**config.mk**
```make
export PLATFORM = sky130hd
export DESIGN_NAME = touch_autocal_normalizer_top_flat
export DESIGN_NICKNAME = d
export VERILOG_FILES = /design/src/rtl/core/tac_pkg.sv /design/src/rtl/core/tac_if.sv /design/src/rtl/core/tac_div.sv /design/src/rtl/core/touch_autocal_normalizer_top.sv /design/src/flat_wrapper.sv
export SDC_FILE = /design/constraint.sdc
export NUM_CORES = 1
export LEC_CHECK = 0
export ABC_AREA = 1
export BUFFER_PORTS_ARGS = -buffer_cell sky130_fd_sc_hd__buf_2
export CORE_ASPECT_RATIO = 1.25
export CORE_MARGIN = 3
export CORE_UTILIZATION = 55
export CTS_CLUSTER_DIAMETER = 40
export DETAILED_ROUTE_END_ITERATION = 10
export GPL_TIMING_DRIVEN = 0
export PLACE_DENSITY_LB_ADDON = 0.12
export SYNTH_ARGS = -nofsm -noshare
export SYNTH_HDL_FRONTEND = slang
export SYNTH_SLANG_ARGS = --single-unit
```
**constraint.sdc**
```tcl
create_clock -name clk -period 6.6 [get_ports clk]
set_input_delay 1.32 -clock clk [delete_from_list [all_inputs] [get_ports clk]]
set_output_delay 1.32 -clock clk [all_outputs]
set_load 0.02 [all_outputs]
```
**src/rtl/core/tac_pkg.sv**
```systemverilog
// Shared types and constants for the touch auto-calibration normalizer.
// No dependencies; used by the interfaces, the divider and the top level.
package tac_pkg;

  localparam int RAW_W      = 10;  // raw reading and stored limit width
  localparam int POS_W      = 16;  // signed screen coordinate width
  localparam int TOP_W      = 13;  // holds any target maximum (up to 8191)
  localparam int PROD_W     = RAW_W + TOP_W;
  localparam int ROT_W      = POS_W + 2;
  localparam int CFG_IDX_W  = 3;
  localparam int CFG_DATA_W = 10;
  localparam int TURN_W     = 2;
  localparam int Y_OVERSHOOT = 10;

  localparam logic [RAW_W-1:0] X_LOW_RST  = RAW_W'(100);
  localparam logic [RAW_W-1:0] X_HIGH_RST = RAW_W'(900);
  localparam logic [RAW_W-1:0] Y_LOW_RST  = RAW_W'(75);
  localparam logic [RAW_W-1:0] Y_HIGH_RST = RAW_W'(900);

  typedef enum logic [CFG_IDX_W-1:0] {
    REG_INIT_X_LOW  = 3'd0,
    REG_INIT_X_HIGH = 3'd1,
    REG_INIT_Y_LOW  = 3'd2,
    REG_INIT_Y_HIGH = 3'd3,
    REG_SCREEN_TURN = 3'd4
  } cfg_reg_t;

  typedef enum logic [TURN_W-1:0] {
    TURN_NONE    = 2'd0,
    TURN_QUARTER = 2'd1,
    TURN_HALF    = 2'd2,
    TURN_THREE_Q = 2'd3
  } turn_t;

  function automatic logic signed [POS_W-1:0] sat_pos(input logic signed [ROT_W-1:0] v);
    logic signed [POS_W-1:0] r;
    if (v > ROT_W'(32767)) begin
      r = 16'sh7FFF;
    end else if (v < -ROT_W'(32768)) begin
      r = 16'sh8000;
    end else begin
      r = v[POS_W-1:0];
    end
    return r;
  endfunction

endpackage

```
**src/rtl/core/tac_if.sv**
```systemverilog
// Valid/ready channels carrying raw touch items in and screen positions out.
// Depends on tac_pkg for field widths.
interface tac_in_if;
  logic                     valid;
  logic                     ready;
  logic [tac_pkg::RAW_W-1:0] raw_x;
  logic [tac_pkg::RAW_W-1:0] raw_y;

  modport source (output valid, output raw_x, output raw_y, input ready);
  modport sink (input valid, input raw_x, input raw_y, output ready);
endinterface

interface tac_out_if;
  logic                            valid;
  logic                            ready;
  logic signed [tac_pkg::POS_W-1:0] pos_x;
  logic signed [tac_pkg::POS_W-1:0] pos_y;
  logic                            limits_changed;

  modport source (output valid, output pos_x, output pos_y, output limits_changed,
                  input ready);
  modport sink (input valid, input pos_x, input pos_y, input limits_changed,
                output ready);
endinterface

```
**src/rtl/core/tac_div.sv**
```systemverilog
// Iterative restoring divider, one quotient bit per cycle (unsigned).
// Depends on tac_pkg for operand widths.
module tac_div (
  input  logic                        clk,
  input  logic                        rst,
  input  logic                        start,
  input  logic [tac_pkg::PROD_W-1:0]  dividend,
  input  logic [tac_pkg::RAW_W-1:0]   divisor,
  output logic                        done,
  output logic [tac_pkg::PROD_W-1:0]  quotient
);
  import tac_pkg::*;

  localparam int CNT_W = $clog2(PROD_W + 1);

  logic [PROD_W-1:0] dvd;
  logic [RAW_W-1:0]  dvs;
  logic [RAW_W-1:0]  rem;
  logic [CNT_W-1:0]  cnt;
  logic              busy;

  logic [RAW_W:0]    rem_sh;
  logic [RAW_W:0]    diff;
  logic              qbit;

  always_comb begin
    rem_sh = {rem, dvd[PROD_W-1]};
    diff   = rem_sh - {1'b0, dvs};
    qbit   = ~diff[RAW_W];
  end

  always_ff @(posedge clk) begin
    if (rst) begin
      busy <= 1'b0;
      done <= 1'b0;
      cnt  <= '0;
    end else begin
      done <= 1'b0;
      if (start) begin
        busy <= 1'b1;
        cnt  <= CNT_W'(PROD_W);
        dvd  <= dividend;
        dvs  <= divisor;
        rem  <= '0;
      end else if (busy) begin
        rem <= qbit ? diff[RAW_W-1:0] : rem_sh[RAW_W-1:0];
        dvd <= {dvd[PROD_W-2:0], qbit};
        cnt <= cnt - CNT_W'(1);
        if (cnt == CNT_W'(1)) begin
          busy <= 1'b0;
          done <= 1'b1;
        end
      end
    end
  end

  assign quotient = dvd;

endmodule

```
**src/rtl/core/touch_autocal_normalizer_top.sv**
```systemverilog
// Touch auto-calibration normalizer: maps raw touch items to screen positions.
// Depends on tac_pkg, tac_in_if / tac_out_if and tac_div.
//
// Usage:
//   in_ch  carries raw_x / raw_y; an item is taken when valid and ready are high.
//   out_ch carries pos_x / pos_y / limits_changed, one item per input item.
//   cfg_we / cfg_index / cfg_wdata write the registers: 0..3 load the x/y
//   low/high limits, 4 sets the display rotation; other indexes are ignored.
// Timing:
//   The limits are widened in the accept cycle. Each axis then takes a setup
//   step (S_LOAD) and a pass through the shared bit-serial divider (S_DIV) that
//   ends with the quotient picked up; x and y go through the same divider one
//   after the other. S_FIN then rotates and loads the output register. An axis
//   with a zero span skips the divider. in_ch.ready is high only while no item
//   is in work.
// Reset clears the limits to 100/900 (x) and 75/900 (y) and the rotation to none.
// A stalled receiver holds the result in the output register; the next item is
// still taken and worked on, and waits before its final step until it drains.
module touch_autocal_normalizer_top #(
  parameter int SCREEN_WIDTH  = 320,
  parameter int SCREEN_HEIGHT = 480
) (
  input  logic                           clk,
  input  logic                           rst,
  tac_in_if.sink                         in_ch,
  tac_out_if.source                      out_ch,
  input  logic                           cfg_we,
  input  logic [tac_pkg::CFG_IDX_W-1:0]  cfg_index,
  input  logic [tac_pkg::CFG_DATA_W-1:0] cfg_wdata
);
  import tac_pkg::*;

  localparam logic [TOP_W-1:0] X_TOP = TOP_W'(SCREEN_WIDTH - 1);
  localparam logic [TOP_W-1:0] Y_TOP = TOP_W'(SCREEN_HEIGHT + Y_OVERSHOOT);
  localparam logic signed [POS_W-1:0] Y_MAX = POS_W'(SCREEN_HEIGHT - 1);
  localparam logic signed [ROT_W-1:0] W_LAST = ROT_W'(SCREEN_WIDTH - 1);
  localparam logic signed [ROT_W-1:0] H_LAST = ROT_W'(SCREEN_HEIGHT - 1);

  typedef enum logic [3:0] {
    S_IDLE = 4'b0001,
    S_LOAD = 4'b0010,
    S_DIV  = 4'b0100,
    S_FIN  = 4'b1000
  } state_t;

  state_t state, state_next;

  logic [RAW_W-1:0] x_lo, x_hi, y_lo, y_hi;
  logic [TURN_W-1:0] turn;
  logic [RAW_W-1:0] raw_x, raw_y;
  logic             changed;
  logic             axis;
  logic             neg;
  logic signed [POS_W-1:0] mx, my;

  logic             out_valid;
  logic signed [POS_W-1:0] pos_x, pos_y;
  logic             out_changed;

  logic accept;
  assign accept = in_ch.valid && in_ch.ready;
  assign in_ch.ready = (state == S_IDLE);

  // Widening of the limits by the incoming item
  logic [RAW_W-1:0] x_lo_w, x_hi_w, y_lo_w, y_hi_w;
  logic             chg_w;
  always_comb begin
    x_lo_w = x_lo;
    x_hi_w = x_hi;
    y_lo_w = y_lo;
    y_hi_w = y_hi;
    chg_w  = 1'b0;
    if (in_ch.raw_x != '0) begin
      if (in_ch.raw_x < x_lo) begin
        x_lo_w = in_ch.raw_x;
        chg_w  = 1'b1;
      end
      if (in_ch.raw_x > x_hi) begin
        x_hi_w = in_ch.raw_x;
        chg_w  = 1'b1;
      end
    end
    if (in_ch.raw_y != '0) begin
      if (in_ch.raw_y < y_lo) begin
        y_lo_w = in_ch.raw_y;
        chg_w  = 1'b1;
      end
      if (in_ch.raw_y > y_hi) begin
        y_hi_w = in_ch.raw_y;
        chg_w  = 1'b1;
      end
    end
  end

  // Operand setup for the current axis: |raw - lo| * top over |hi - lo|
  logic [RAW_W-1:0]  sel_raw, sel_lo, sel_hi;
  logic [TOP_W-1:0]  sel_top;
  logic [RAW_W:0]    num, span, num_mag, span_mag;
  logic [PROD_W-1:0] product;
  logic              span_zero;
  always_comb begin
    sel_raw  = axis ? raw_y : raw_x;
    sel_lo   = axis ? y_lo : x_lo;
    sel_hi   = axis ? y_hi : x_hi;
    sel_top  = axis ? Y_TOP : X_TOP;
    num      = {1'b0, sel_raw} - {1'b0, sel_lo};
    span     = {1'b0, sel_hi} - {1'b0, sel_lo};
    num_mag  = num[RAW_W] ? -num : num;
    span_mag = span[RAW_W] ? -span : span;
    span_zero = (span == '0);
    product  = PROD_W'(num_mag[RAW_W-1:0]) * PROD_W'(sel_top);
  end

  logic              div_start;
  logic              div_done;
  logic [PROD_W-1:0] quotient;
  assign div_start = (state == S_LOAD) && !span_zero;

  tac_div u_div (
    .clk      (clk),
    .rst      (rst),
    .start    (div_start),
    .dividend (product),
    .divisor  (span_mag[RAW_W-1:0]),
    .done     (div_done),
    .quotient (quotient)
  );

  // Signed, saturated axis value from the quotient magnitude
  logic signed [POS_W-1:0] axis_val;
  always_comb begin
    if (!neg) begin
      axis_val = (quotient > PROD_W'(32767)) ? 16'sh7FFF : quotient[POS_W-1:0];
    end else begin
      axis_val = (quotient > PROD_W'(32768)) ? 16'sh8000 : -quotient[POS_W-1:0];
    end
  end

  // Clamp and rotation
  logic signed [POS_W-1:0] my_c;
  logic signed [ROT_W-1:0] ex, ey, rot_x, rot_y;
  logic                    fin_go;
  always_comb begin
    my_c = (my > Y_MAX) ? Y_MAX : my;
    ex   = ROT_W'(mx);
    ey   = ROT_W'(my_c);
    unique case (turn_t'(turn))
      TURN_QUARTER: begin
        rot_x = ey;
        rot_y = W_LAST - ex;
      end
      TURN_HALF: begin
        rot_x = W_LAST - ex;
        rot_y = H_LAST - ey;
      end
      TURN_THREE_Q: begin
        rot_x = H_LAST - ey;
        rot_y = ex;
      end
      default: begin
        rot_x = ex;
        rot_y = ey;
      end
    endcase
    fin_go = !out_valid || out_ch.ready;
  end

  always_comb begin
    state_next = state;
    unique case (state)
      S_IDLE: if (accept) state_next = S_LOAD;
      S_LOAD: if (span_zero) state_next = axis ? S_FIN : S_LOAD;
              else state_next = S_DIV;
      S_DIV:  if (div_done) state_next = axis ? S_FIN : S_LOAD;
      S_FIN:  if (fin_go) state_next = S_IDLE;
      default: state_next = S_IDLE;
    endcase
  end

  always_ff @(posedge clk) begin
    if (rst) begin
      state     <= S_IDLE;
      x_lo      <= X_LOW_RST;
      x_hi      <= X_HIGH_RST;
      y_lo      <= Y_LOW_RST;
      y_hi      <= Y_HIGH_RST;
      turn      <= TURN_W'(TURN_NONE);
      axis      <= 1'b0;
      out_valid <= 1'b0;
    end else begin
      state <= state_next;

      if (cfg_we) begin
        unique case (cfg_reg_t'(cfg_index))
          REG_INIT_X_LOW:  x_lo <= cfg_wdata[RAW_W-1:0];
          REG_INIT_X_HIGH: x_hi <= cfg_wdata[RAW_W-1:0];
          REG_INIT_Y_LOW:  y_lo <= cfg_wdata[RAW_W-1:0];
          REG_INIT_Y_HIGH: y_hi <= cfg_wdata[RAW_W-1:0];
          REG_SCREEN_TURN: turn <= cfg_wdata[TURN_W-1:0];
          default: ;
        endcase
      end else if (accept) begin
        x_lo <= x_lo_w;
        x_hi <= x_hi_w;
        y_lo <= y_lo_w;
        y_hi <= y_hi_w;
      end

      if (accept) begin
        axis <= 1'b0;
      end else if ((state == S_LOAD && span_zero) || (state == S_DIV && div_done)) begin
        axis <= 1'b1;
      end

      if (state == S_FIN && fin_go) begin
        out_valid <= 1'b1;
      end else if (out_ch.ready) begin
        out_valid <= 1'b0;
      end
    end
  end

  // Payload registers
  always_ff @(posedge clk) begin
    if (accept) begin
      raw_x   <= in_ch.raw_x;
      raw_y   <= in_ch.raw_y;
      changed <= chg_w;
    end
    if (state == S_LOAD) begin
      neg <= num[RAW_W] ^ span[RAW_W];
      if (span_zero) begin
        if (axis) my <= '0;
        else mx <= '0;
      end
    end
    if (state == S_DIV && div_done) begin
      if (axis) my <= axis_val;
      else mx <= axis_val;
    end
    if (state == S_FIN && fin_go) begin
      pos_x       <= sat_pos(rot_x);
      pos_y       <= sat_pos(rot_y);
      out_changed <= changed;
    end
  end

  assign out_ch.valid          = out_valid;
  assign out_ch.pos_x          = pos_x;
  assign out_ch.pos_y          = pos_y;
  assign out_ch.limits_changed = out_changed;

endmodule
```
**src/flat_wrapper.sv**
```systemverilog
// flat-port wrapper written by rule: the top's interface ports become plain ports
module touch_autocal_normalizer_top_flat import tac_pkg::*;
#(
  parameter int SCREEN_WIDTH  = 320,
  parameter int SCREEN_HEIGHT = 480
)
  (clk, rst, cfg_we, cfg_index, cfg_wdata, in_ch_valid, in_ch_raw_x, in_ch_raw_y, in_ch_ready, out_ch_valid, out_ch_pos_x, out_ch_pos_y, out_ch_limits_changed, out_ch_ready);
  tac_in_if in_ch_i ();
  tac_out_if out_ch_i ();
  input  logic clk;
  input  logic rst;
  input  logic cfg_we;
  input  logic [tac_pkg::CFG_IDX_W-1:0] cfg_index;
  input  logic [tac_pkg::CFG_DATA_W-1:0] cfg_wdata;
  input wire logic [$bits(in_ch_i.valid)-1:0] in_ch_valid;
  input wire logic [$bits(in_ch_i.raw_x)-1:0] in_ch_raw_x;
  input wire logic [$bits(in_ch_i.raw_y)-1:0] in_ch_raw_y;
  output wire logic [$bits(in_ch_i.ready)-1:0] in_ch_ready;
  output wire logic [$bits(out_ch_i.valid)-1:0] out_ch_valid;
  output wire logic [$bits(out_ch_i.pos_x)-1:0] out_ch_pos_x;
  output wire logic [$bits(out_ch_i.pos_y)-1:0] out_ch_pos_y;
  output wire logic [$bits(out_ch_i.limits_changed)-1:0] out_ch_limits_changed;
  input wire logic [$bits(out_ch_i.ready)-1:0] out_ch_ready;
  assign in_ch_i.valid = in_ch_valid;
  assign in_ch_i.raw_x = in_ch_raw_x;
  assign in_ch_i.raw_y = in_ch_raw_y;
  assign in_ch_ready = in_ch_i.ready;
  assign out_ch_valid = out_ch_i.valid;
  assign out_ch_pos_x = out_ch_i.pos_x;
  assign out_ch_pos_y = out_ch_i.pos_y;
  assign out_ch_limits_changed = out_ch_i.limits_changed;
  assign out_ch_i.ready = out_ch_ready;
  touch_autocal_normalizer_top #(.SCREEN_WIDTH(SCREEN_WIDTH), .SCREEN_HEIGHT(SCREEN_HEIGHT)) u_core (.clk(clk), .rst(rst), .in_ch(in_ch_i), .out_ch(out_ch_i), .cfg_we(cfg_we), .cfg_index(cfg_index), .cfg_wdata(cfg_wdata));
endmodule
```
**After elaboration in Yosys (flattened, before gate mapping)**

Index checks and enable logic that the tools add are counted.

- $add $sub $neg: 9
- Multipliers: 1
- Div/mod/pow operators: 0
- $lt $le $gt $ge: 11
- Equality and inequality tests: 19
- Shift-type cells: 0
- Multiplexer cells: 68
- Bitwise gates (word level): 4
- Reductions and logical operators: 33

Operator list:

| kind | count |
|---|---|
| $mux 10 | 27 |
| $mux 16 | 16 |
| $pmux 18 s3 | 2 |
| $mux 23 | 2 |
| $gt 18x16->1 const B | 2 |
| $lt 18x16->1 const B | 2 |
| $sub 10x16->17 const A | 2 |
| $gt 23x15->1 const B | 1 |
| $gt 23x16->1 const B | 1 |
| $mul 10x13->23 | 1 |
| $sub 10x10->11 | 2 |
| $gt 10x10->1 | 2 |
| $lt 10x10->1 | 2 |
| $mux 4 | 5 |
| $neg 10->10 | 2 |
| $reduce_bool 10->1 | 2 |
| $reduce_bool 2->1 | 9 |
| $gt 16x10->1 const B | 1 |
| $neg 16->16 | 1 |
| $pmux 4 s4 | 1 |
| $reduce_and 4->1 | 4 |
| $mux 1 | 12 |
| $logic_not 11->1 | 1 |
| $sub 11x10->11 | 1 |
| other kinds (25) | 44 |

- Bits in registers: 185
- Bits in latches: 0
- Memory bits (writable): 0
- Bits in read-only memories: 0
- Input port bits: 38
- Output and inout bits: 35
- Word-level logic and storage cells: 169
- Memories kept: 0

**Longest topological paths before layout**

Gate-level depths: netlist (run 1).

- Depth in word-level cells: 7
- Gate-level depth with buffers: 37

**Hierarchy**

Synthesis (run 1) repeated with hierarchy kept, for this count alone.

- Cells, all modules: 2039
- Area, all modules: 15336.0 um^2

Modules (own cells, without submodules):

| module | times used | cells an instance | area an instance (um^2) | sequential area each (um^2) |
|---|---|---|---|---|
| touch_autocal_normalizer_top | 1 | 1713 | 12618.4 | 3573.4 |
| tac_div | 1 | 326 | 2717.6 | 1431.4 |

**Least setup slack after synthesis (run 1)**

Ideal clock, no wire load.

- Kind: reg-to-reg
- From: register u_core.axis
- To: register u_core.u_div.dvd[13] (netlist: u_core.u_div.quotient[13]), data pin
- Setup time: 0.261 ns
- Data arrival time: 6.724 ns
- Slack: -0.385 ns
- Cell stages (with the launch flop): 32
- Path buffers: 3
- Cell sequence: dfxtp_1 clkbuf_1 clkbuf_1 mux2i_1 ha_1 inv_1 fa_1 nand3_1 nand2_1 nand3_1 nand2_1 a21o_1 a21oi_1 buf_2 nand2_1 xor2_1 nand2_1 fa_1 inv_1 fa_1 inv_1 fa_1 fa_1 inv_1 ha_1 nand2_1 inv_1 a21boi_0 o21ai_0 a21oi_1 xor2_1 o21ai_0

- Longest elaborated chain between the ends: 6

Ends and longest elaborated chain:

| what | RTL line | source |
|---|---|---|
| start, declared | touch_autocal_normalizer_top.sv:52 | `logic axis;` |
| start signal, assigned | touch_autocal_normalizer_top.sv:188 | `axis <= 1'b0;` |
| start signal, assigned | touch_autocal_normalizer_top.sv:210 | `axis <= 1'b0;` |
| start signal, assigned | touch_autocal_normalizer_top.sv:212 | `axis <= 1'b1;` |
| $mux 10 (on tied branches) | touch_autocal_normalizer_top.sv:102, touch_autocal_normalizer_top.sv:103, touch_autocal_normalizer_top.sv:104 |  |
| $sub 10x10->11 (on tied branches) | touch_autocal_normalizer_top.sv:106, touch_autocal_normalizer_top.sv:107 |  |
| $neg 10->10 / $logic_not 11->1 (equally long branches) | touch_autocal_normalizer_top.sv:108, touch_autocal_normalizer_top.sv:110 |  |
| $mux 10 / $logic_not 1->1 (equally long branches) | touch_autocal_normalizer_top.sv:108, touch_autocal_normalizer_top.sv:117 |  |
| $mul 10x13->23 / $logic_and 1x1->1 (equally long branches) | touch_autocal_normalizer_top.sv:111, touch_autocal_normalizer_top.sv:117 |  |
| $mux 23 (*) | tac_div.sv:39 | `if (start) begin` |
| end signal, assigned | tac_div.sv:42 | `dvd <= dividend;` |
| end signal, assigned | tac_div.sv:47 | `dvd <= {dvd[PROD_W-2:0], qbit};` |
| end, declared | tac_div.sv:16 | `logic [PROD_W-1:0] dvd;` |

Mark *: on every way between the ends. The rest lies on a longest branch, timed or not.
A chain may end at the register's enable or synchronous reset.

**Final worst setup path (run 1)**

Same ends and word-level chain as after synthesis.

==> out/results.txt, run 1 <==
Status: finished, violations left
Failing checks: setup timing
Number of synthesized flops with an enable pin: 130
Placer Congestion: 0.983
Syn_nets: 2207
DR iter-0 viols: 1137
# IOs: 73
Worst Hold Path Cells: 2
Post-route cell area: 18000 um2
Clock Tree Buf Depth: 2
H-tree depth: 4
Port Buffers: 72
CP max stage delay: 0.56 ns
CTS clock-pin slew for the worst setup and hold paths: 0.08 ns
Finish-stage setup viols: 1
Crit path time final: 6.60 ns
Setup Crit Path Kind: flip-flop to flip-flop
Fillers: 2287
Synth cell count leaders: 486 x nand2_1, 330 x inv_1, 130 x edfxtp_1, 129 x o21ai_0, 124 x nand3_1
Vias in the first global route: 13700
Synthesized cell area: 15300 um2
Worst Setup Start Kind: flip-flop
Worst-case headroom to the max-slew limit: 29.5%
Total GRT Usage: 29.0%
Max-cap violation count: 0
Synth Area per Inst: 7.69 um2
Most common cell in the synthesized netlist: nand2_1
Skew-Pair Late Insertion Delay: 0.46 ns
Global-route wire length before repair: 68900 um
Routed Antenna Nets: 0
CP required: 6.80 ns
Initial Util: 56.5%
Seq/Total Area, Yosys: 32.7%
Worst Path Max Fanout: 10
HP Class: flip-flop to flip-flop
Share of layout cells above drive strength 1: 16.3%
CTS Buf Count: 17
Flop-to-flop setup slack: -0.005 ns
Max frequency: 151 MHz
Seq cells post-synth: 185
Placed Area: 16200 um2
Post-synthesis cell type count: 52
Die W: 155 um
Initial antenna violation count: 0
Largest area contributor in the netlist: edfxtp_1
Row cnt: 67
Register-to-Register Path Depth: 29
Hold endpoint: u_core.x_hi[7]
Drt pass-1 iters: 5
Vias: 13900
Async SR Flop Fraction: 0%
DRC: 0
Synth top area share: 25.5%
Final core occ: 66.4%
Area Growth Syn to Fin: 17.5%
CTS tree: built
Post-synth top flop: edfxtp_1
Syn Inst Count: 1990
Count of yosys warnings during synthesis: 0
Die area: 29900 um2
Worst Skew: 0.0184 ns
Worst Setup Slack, final: -0.00482 ns
Worst Setup End Kind: flip-flop
FF-to-FF End: u_core.u_div.quotient[13]
Crit Reg-Reg Startpoint: u_core.axis
Slowest CP cell: fa_1
WL/cell: 17.6 um
Arrival time worst endpoint: 6.80 ns
Core area: 27100 um2
Setup TNS: -0.00482 ns
Clock root cell: clkbuf_16
Number of diodes: 0
Final hold vios: 0
GRT Residual Overflow: 0
Die height: 192 um
Hold wc startpoint: u_core.x_hi[7]
Worst Path Buf+Inv: 7
HPWL after DPL: 33200 um
Vias per Instance: 5.58
Post-layout net count: 2344
CTS sink cnt: 185
Top delay family on crit path: adder cells
RSZ-0062 raised after global routing: true
Final wirelength: 43700 um
Final Max Tran Viols: 0
Synth area leaders: edfxtp_1 26%, nand2_1 12%, ha_1 9.7%, inv_1 8.1%, fa_1 7.9%
Final hold slack: 0.473 ns
Hold buffers post-CTS: 0
Worst-Margin Slew: 1.05 ns
Largest net degree at the start of global routing: 35
Fin crit share: 100%
worst min-delay path: cells and delay by family (launching register included):
kind             cells  cell delay, ns
flip-flops           1            0.34
AND/OR/NAND/NOR      2            0.11
cell type report:
class	count	area, um2	area share, %
tap	345	432	2.40
timing repair buffer	118	792	4.41
inverter	336	1270	7.04
sequential	185	5010	27.9
multi-input combinational	1410	9520	53.0
clock buffer	21	484	2.69
buffer	59	353	1.96
clock inverter	11	120	0.668
how the worst max path moves through the flow:
stage / slack, ns / end / cells past startpoint / start
floorplan: 0.02 / u_core.u_div.quotient[13] / 30 / u_core.axis
global placement: -1.20 / u_core.u_div.quotient[13] / 30 / u_core.axis
detailed placement: -1.29 / u_core.u_div.quotient[20] / 28 / u_core.axis
CTS: 0.02 / u_core.u_div.quotient[12] / 31 / u_core.axis
global route: -0.30 / u_core.u_div.quotient[16] / 31 / u_core.axis
finish: -0.005 / u_core.u_div.quotient[13] / 29 / u_core.axis
what timing repair did:
item,in CTS,in global routing
resized for setup,104,106
hold endpoints to repair,0,0
buffers inserted,19,23
pin swaps,19,79
gates cloned,2,0
endpoints found under the setup margin,16,13
per-layer routing:
layer	up-vias	track usage [%]	part of all wire, %
li1	6800	-	-
met1	6449	35.3	40
met5	-	0	0
met4	0	14.3	4.6
met3	125	4.40	6.1
met2	502	50.1	49
cell families after synthesis:
family | count (synthesis) | share of synthesized area, %
AO/OA/AOI/OAI | 341 | 12.9
XOR/XNOR | 66 | 3.83
adder cells (fa/ha/maj) | 179 | 17.6
buffers and inverters | 395 | 10.0
flip-flops | 185 | 32.7
multiplexers | 2 | 0.131
AND/OR/NAND/NOR | 822 | 22.8
metrics by stage:
| step | worst slack, ns | instances |
|---|---|---|
| 2_1_floorplan | 0.0204 | 1990 |
| 3_3_place_gp | -1.20 | 2407 |
| 3_5_place_dp | -1.29 | 2409 |
| 4_1_cts | 0.0189 | 2462 |
| 5_1_grt | -0.298 | 2485 |
| 6_report | -0.00482 | 2485 |
placed cells by master (no fill, tap or decap), types with 43 or more instances in the layout:
| master | n |
|---|---|
| a21oi_1 | 91 |
| buf_2 | 83 |
| dfxtp_1 | 54 |
| edfxtp_1 | 130 |
| fa_1 | 58 |
| ha_1 | 108 |
| inv_1 | 312 |
| nand2_1 | 459 |
| nand3_1 | 118 |
| nand4_1 | 43 |
| nor2_1 | 109 |
| o21ai_0 | 111 |
Power of run 1 is not shown: default switching activity piles up to over one toggle a cycle in this logic, so the estimate is an artifact.
==> run 2: changes to the inputs <==
CORE_ASPECT_RATIO = 1.75   (was 1.25)
==> out/results.txt, run 2 (same netlist as run 1, synthesis figures left out) <==
Share of layout cells above drive strength 1: 17.0%
Final hold slack: 0.465 ns
Die height: 227 um
Worst Setup End Kind: flip-flop
Initial Util: 56.0%
Die W: 132 um
Setup Crit Path Kind: flip-flop to flip-flop
Status: finished, violations left
Flop-to-flop setup slack: -0.02 ns
Final wirelength: 45600 um
Clock Tree Buf Depth: 2
Max-cap violation count: 0
Worst-Margin Slew: 1.06 ns
Crit path time final: 6.62 ns
Worst Setup Start Kind: flip-flop
Final Instance Count excl. Fillers: 2509
CTS sink cnt: 185
WL/cell: 18.2 um
RSZ-0062 raised after global routing: true
Hold endpoint: u_core.x_hi[7]
Fin crit share: 100%
CTS tree: built
Commonest non-fill, non-tap cells in the layout: 457 x nand2_1, 306 x inv_1, 130 x edfxtp_1
Multi-input gate area: 9580 um2
Register-to-Register Path Depth: 34
Hold wc startpoint: u_core.x_hi[7]
Worst Skew: 0.0137 ns
Grt met3 use: 3.64%
HPWL after DPL: 35300 um
Placer Congestion: 0.999
Core area: 27300 um2
Vias: 14200
Global-route wire length before repair: 70800 um
CTS Buf Count: 17
Final Max Tran Viols: 0
Area Growth Syn to Fin: 18.3%
Finish-stage setup viols: 2
Post-layout net count: 2343
Worst Setup Slack, final: -0.0202 ns
Met2 GRT Util: 56.5%
Vias per Instance: 5.64
DRC: 0
Failing checks: setup timing
Skew-Pair Late Insertion Delay: 0.46 ns
Met1 usage: 30.1%
HP Class: flip-flop to flip-flop
Dpl cells: 2434
Top cell by count, worst path: inv_2
Worst Path Buf+Inv: 9
Routed Antenna Nets: 0
Hold buffers post-CTS: 0
Row cnt: 80
Largest net degree at the start of global routing: 35
Max frequency: 151 MHz
Arrival time worst endpoint: 6.83 ns
Die area: 29900 um2
FF-to-FF End: u_core.u_div.quotient[16]
Register area: 5010 um2
Layer with the highest usage: met2
Total GRT Usage: 30.1%
Drt pass-1 iters: 5
CP required: 6.81 ns
Initial antenna violation count: 0
Crit Reg-Reg Startpoint: u_core.axis
Final hold vios: 0
# IOs: 73
Setup TNS: -0.0269 ns
CTS clock-pin slew for the worst setup and hold paths: 0.08 ns
Worst Path Max Fanout: 10
Slowest CP cell: fa_1
CP max stage delay: 0.53 ns
Worst-case headroom to the max-slew limit: 29.2%
Fillers: 2318
Clock root cell: clkbuf_16
DR iter-0 viols: 835
GRT Residual Overflow: 0
Commonest non-fill, non-tap cell in the layout: nand2_1
H-tree depth: 4
Vias in the first global route: 14200
Port Buffers: 72
Final core occ: 66.2%
Worst Hold Path Cells: 2
Top delay family on crit path: adder cells
run 2: worst max-delay path by stage:
stage	start	endpoint	slack (ns)	cells after the start
after floorplan	u_core.axis	u_core.u_div.quotient[13]	0.02	30
after global placement	u_core.axis	u_core.u_div.quotient[13]	-1.31	30
after detailed placement	u_core.axis	u_core.u_div.quotient[13]	-1.38	30
after CTS	u_core.axis	u_core.u_div.quotient[16]	-0.01	32
after global routing	u_core.axis	u_core.u_div.quotient[16]	-0.20	34
final	u_core.axis	u_core.u_div.quotient[16]	-0.02	34
run 2: worst reg2reg max path: cells and delay by family, from the launching register on:
family | cells | cell delay, ns
fa+ha+maj | 7 | 2.88
simple gates | 12 | 1.23
buf+inv | 9 | 0.90
compound gates | 4 | 0.59
flops | 1 | 0.38
xor+xnor | 2 | 0.37
run 2: stage by stage:
step	area (um2)	setup slack [ns]
floorplan	15300	0.0204
global placement	16200	-1.31
detailed placement	16200	-1.38
CTS	17400	-0.0120
global route	18100	-0.196
finish	18100	-0.0202
run 2: per-layer routing:
| layer | vias up | share of wire [%] |
|---|---|---|
| li1 | 6792 | - |
| met1 | 6601 | 34 |
| met2 | 546 | 53 |
| met3 | 214 | 4.6 |
| met4 | 0 | 8.4 |
| met5 | - | 0 |
run 2: what timing repair did:
action,CTS,global route
setup endpoints to repair,16,13
setup buffers,14,27
pin swaps,17,86
gates cloned,0,1
gates resized for setup,105,121
run 2: final cells by class:
cell class / count / area share, %
Inverter: 336 / 7.01
Clock buffer: 17 / 2.35
Buffer: 59 / 2.03
Tap cell: 369 / 2.55
Antenna cell: 1 / 0.0138
Sequential cell: 185 / 27.7
Multi-Input combinational cell: 1410 / 53.0
Timing Repair Buffer: 117 / 4.18
Clock inverter: 15 / 1.22
Power of run 2 is left out for the same reason.
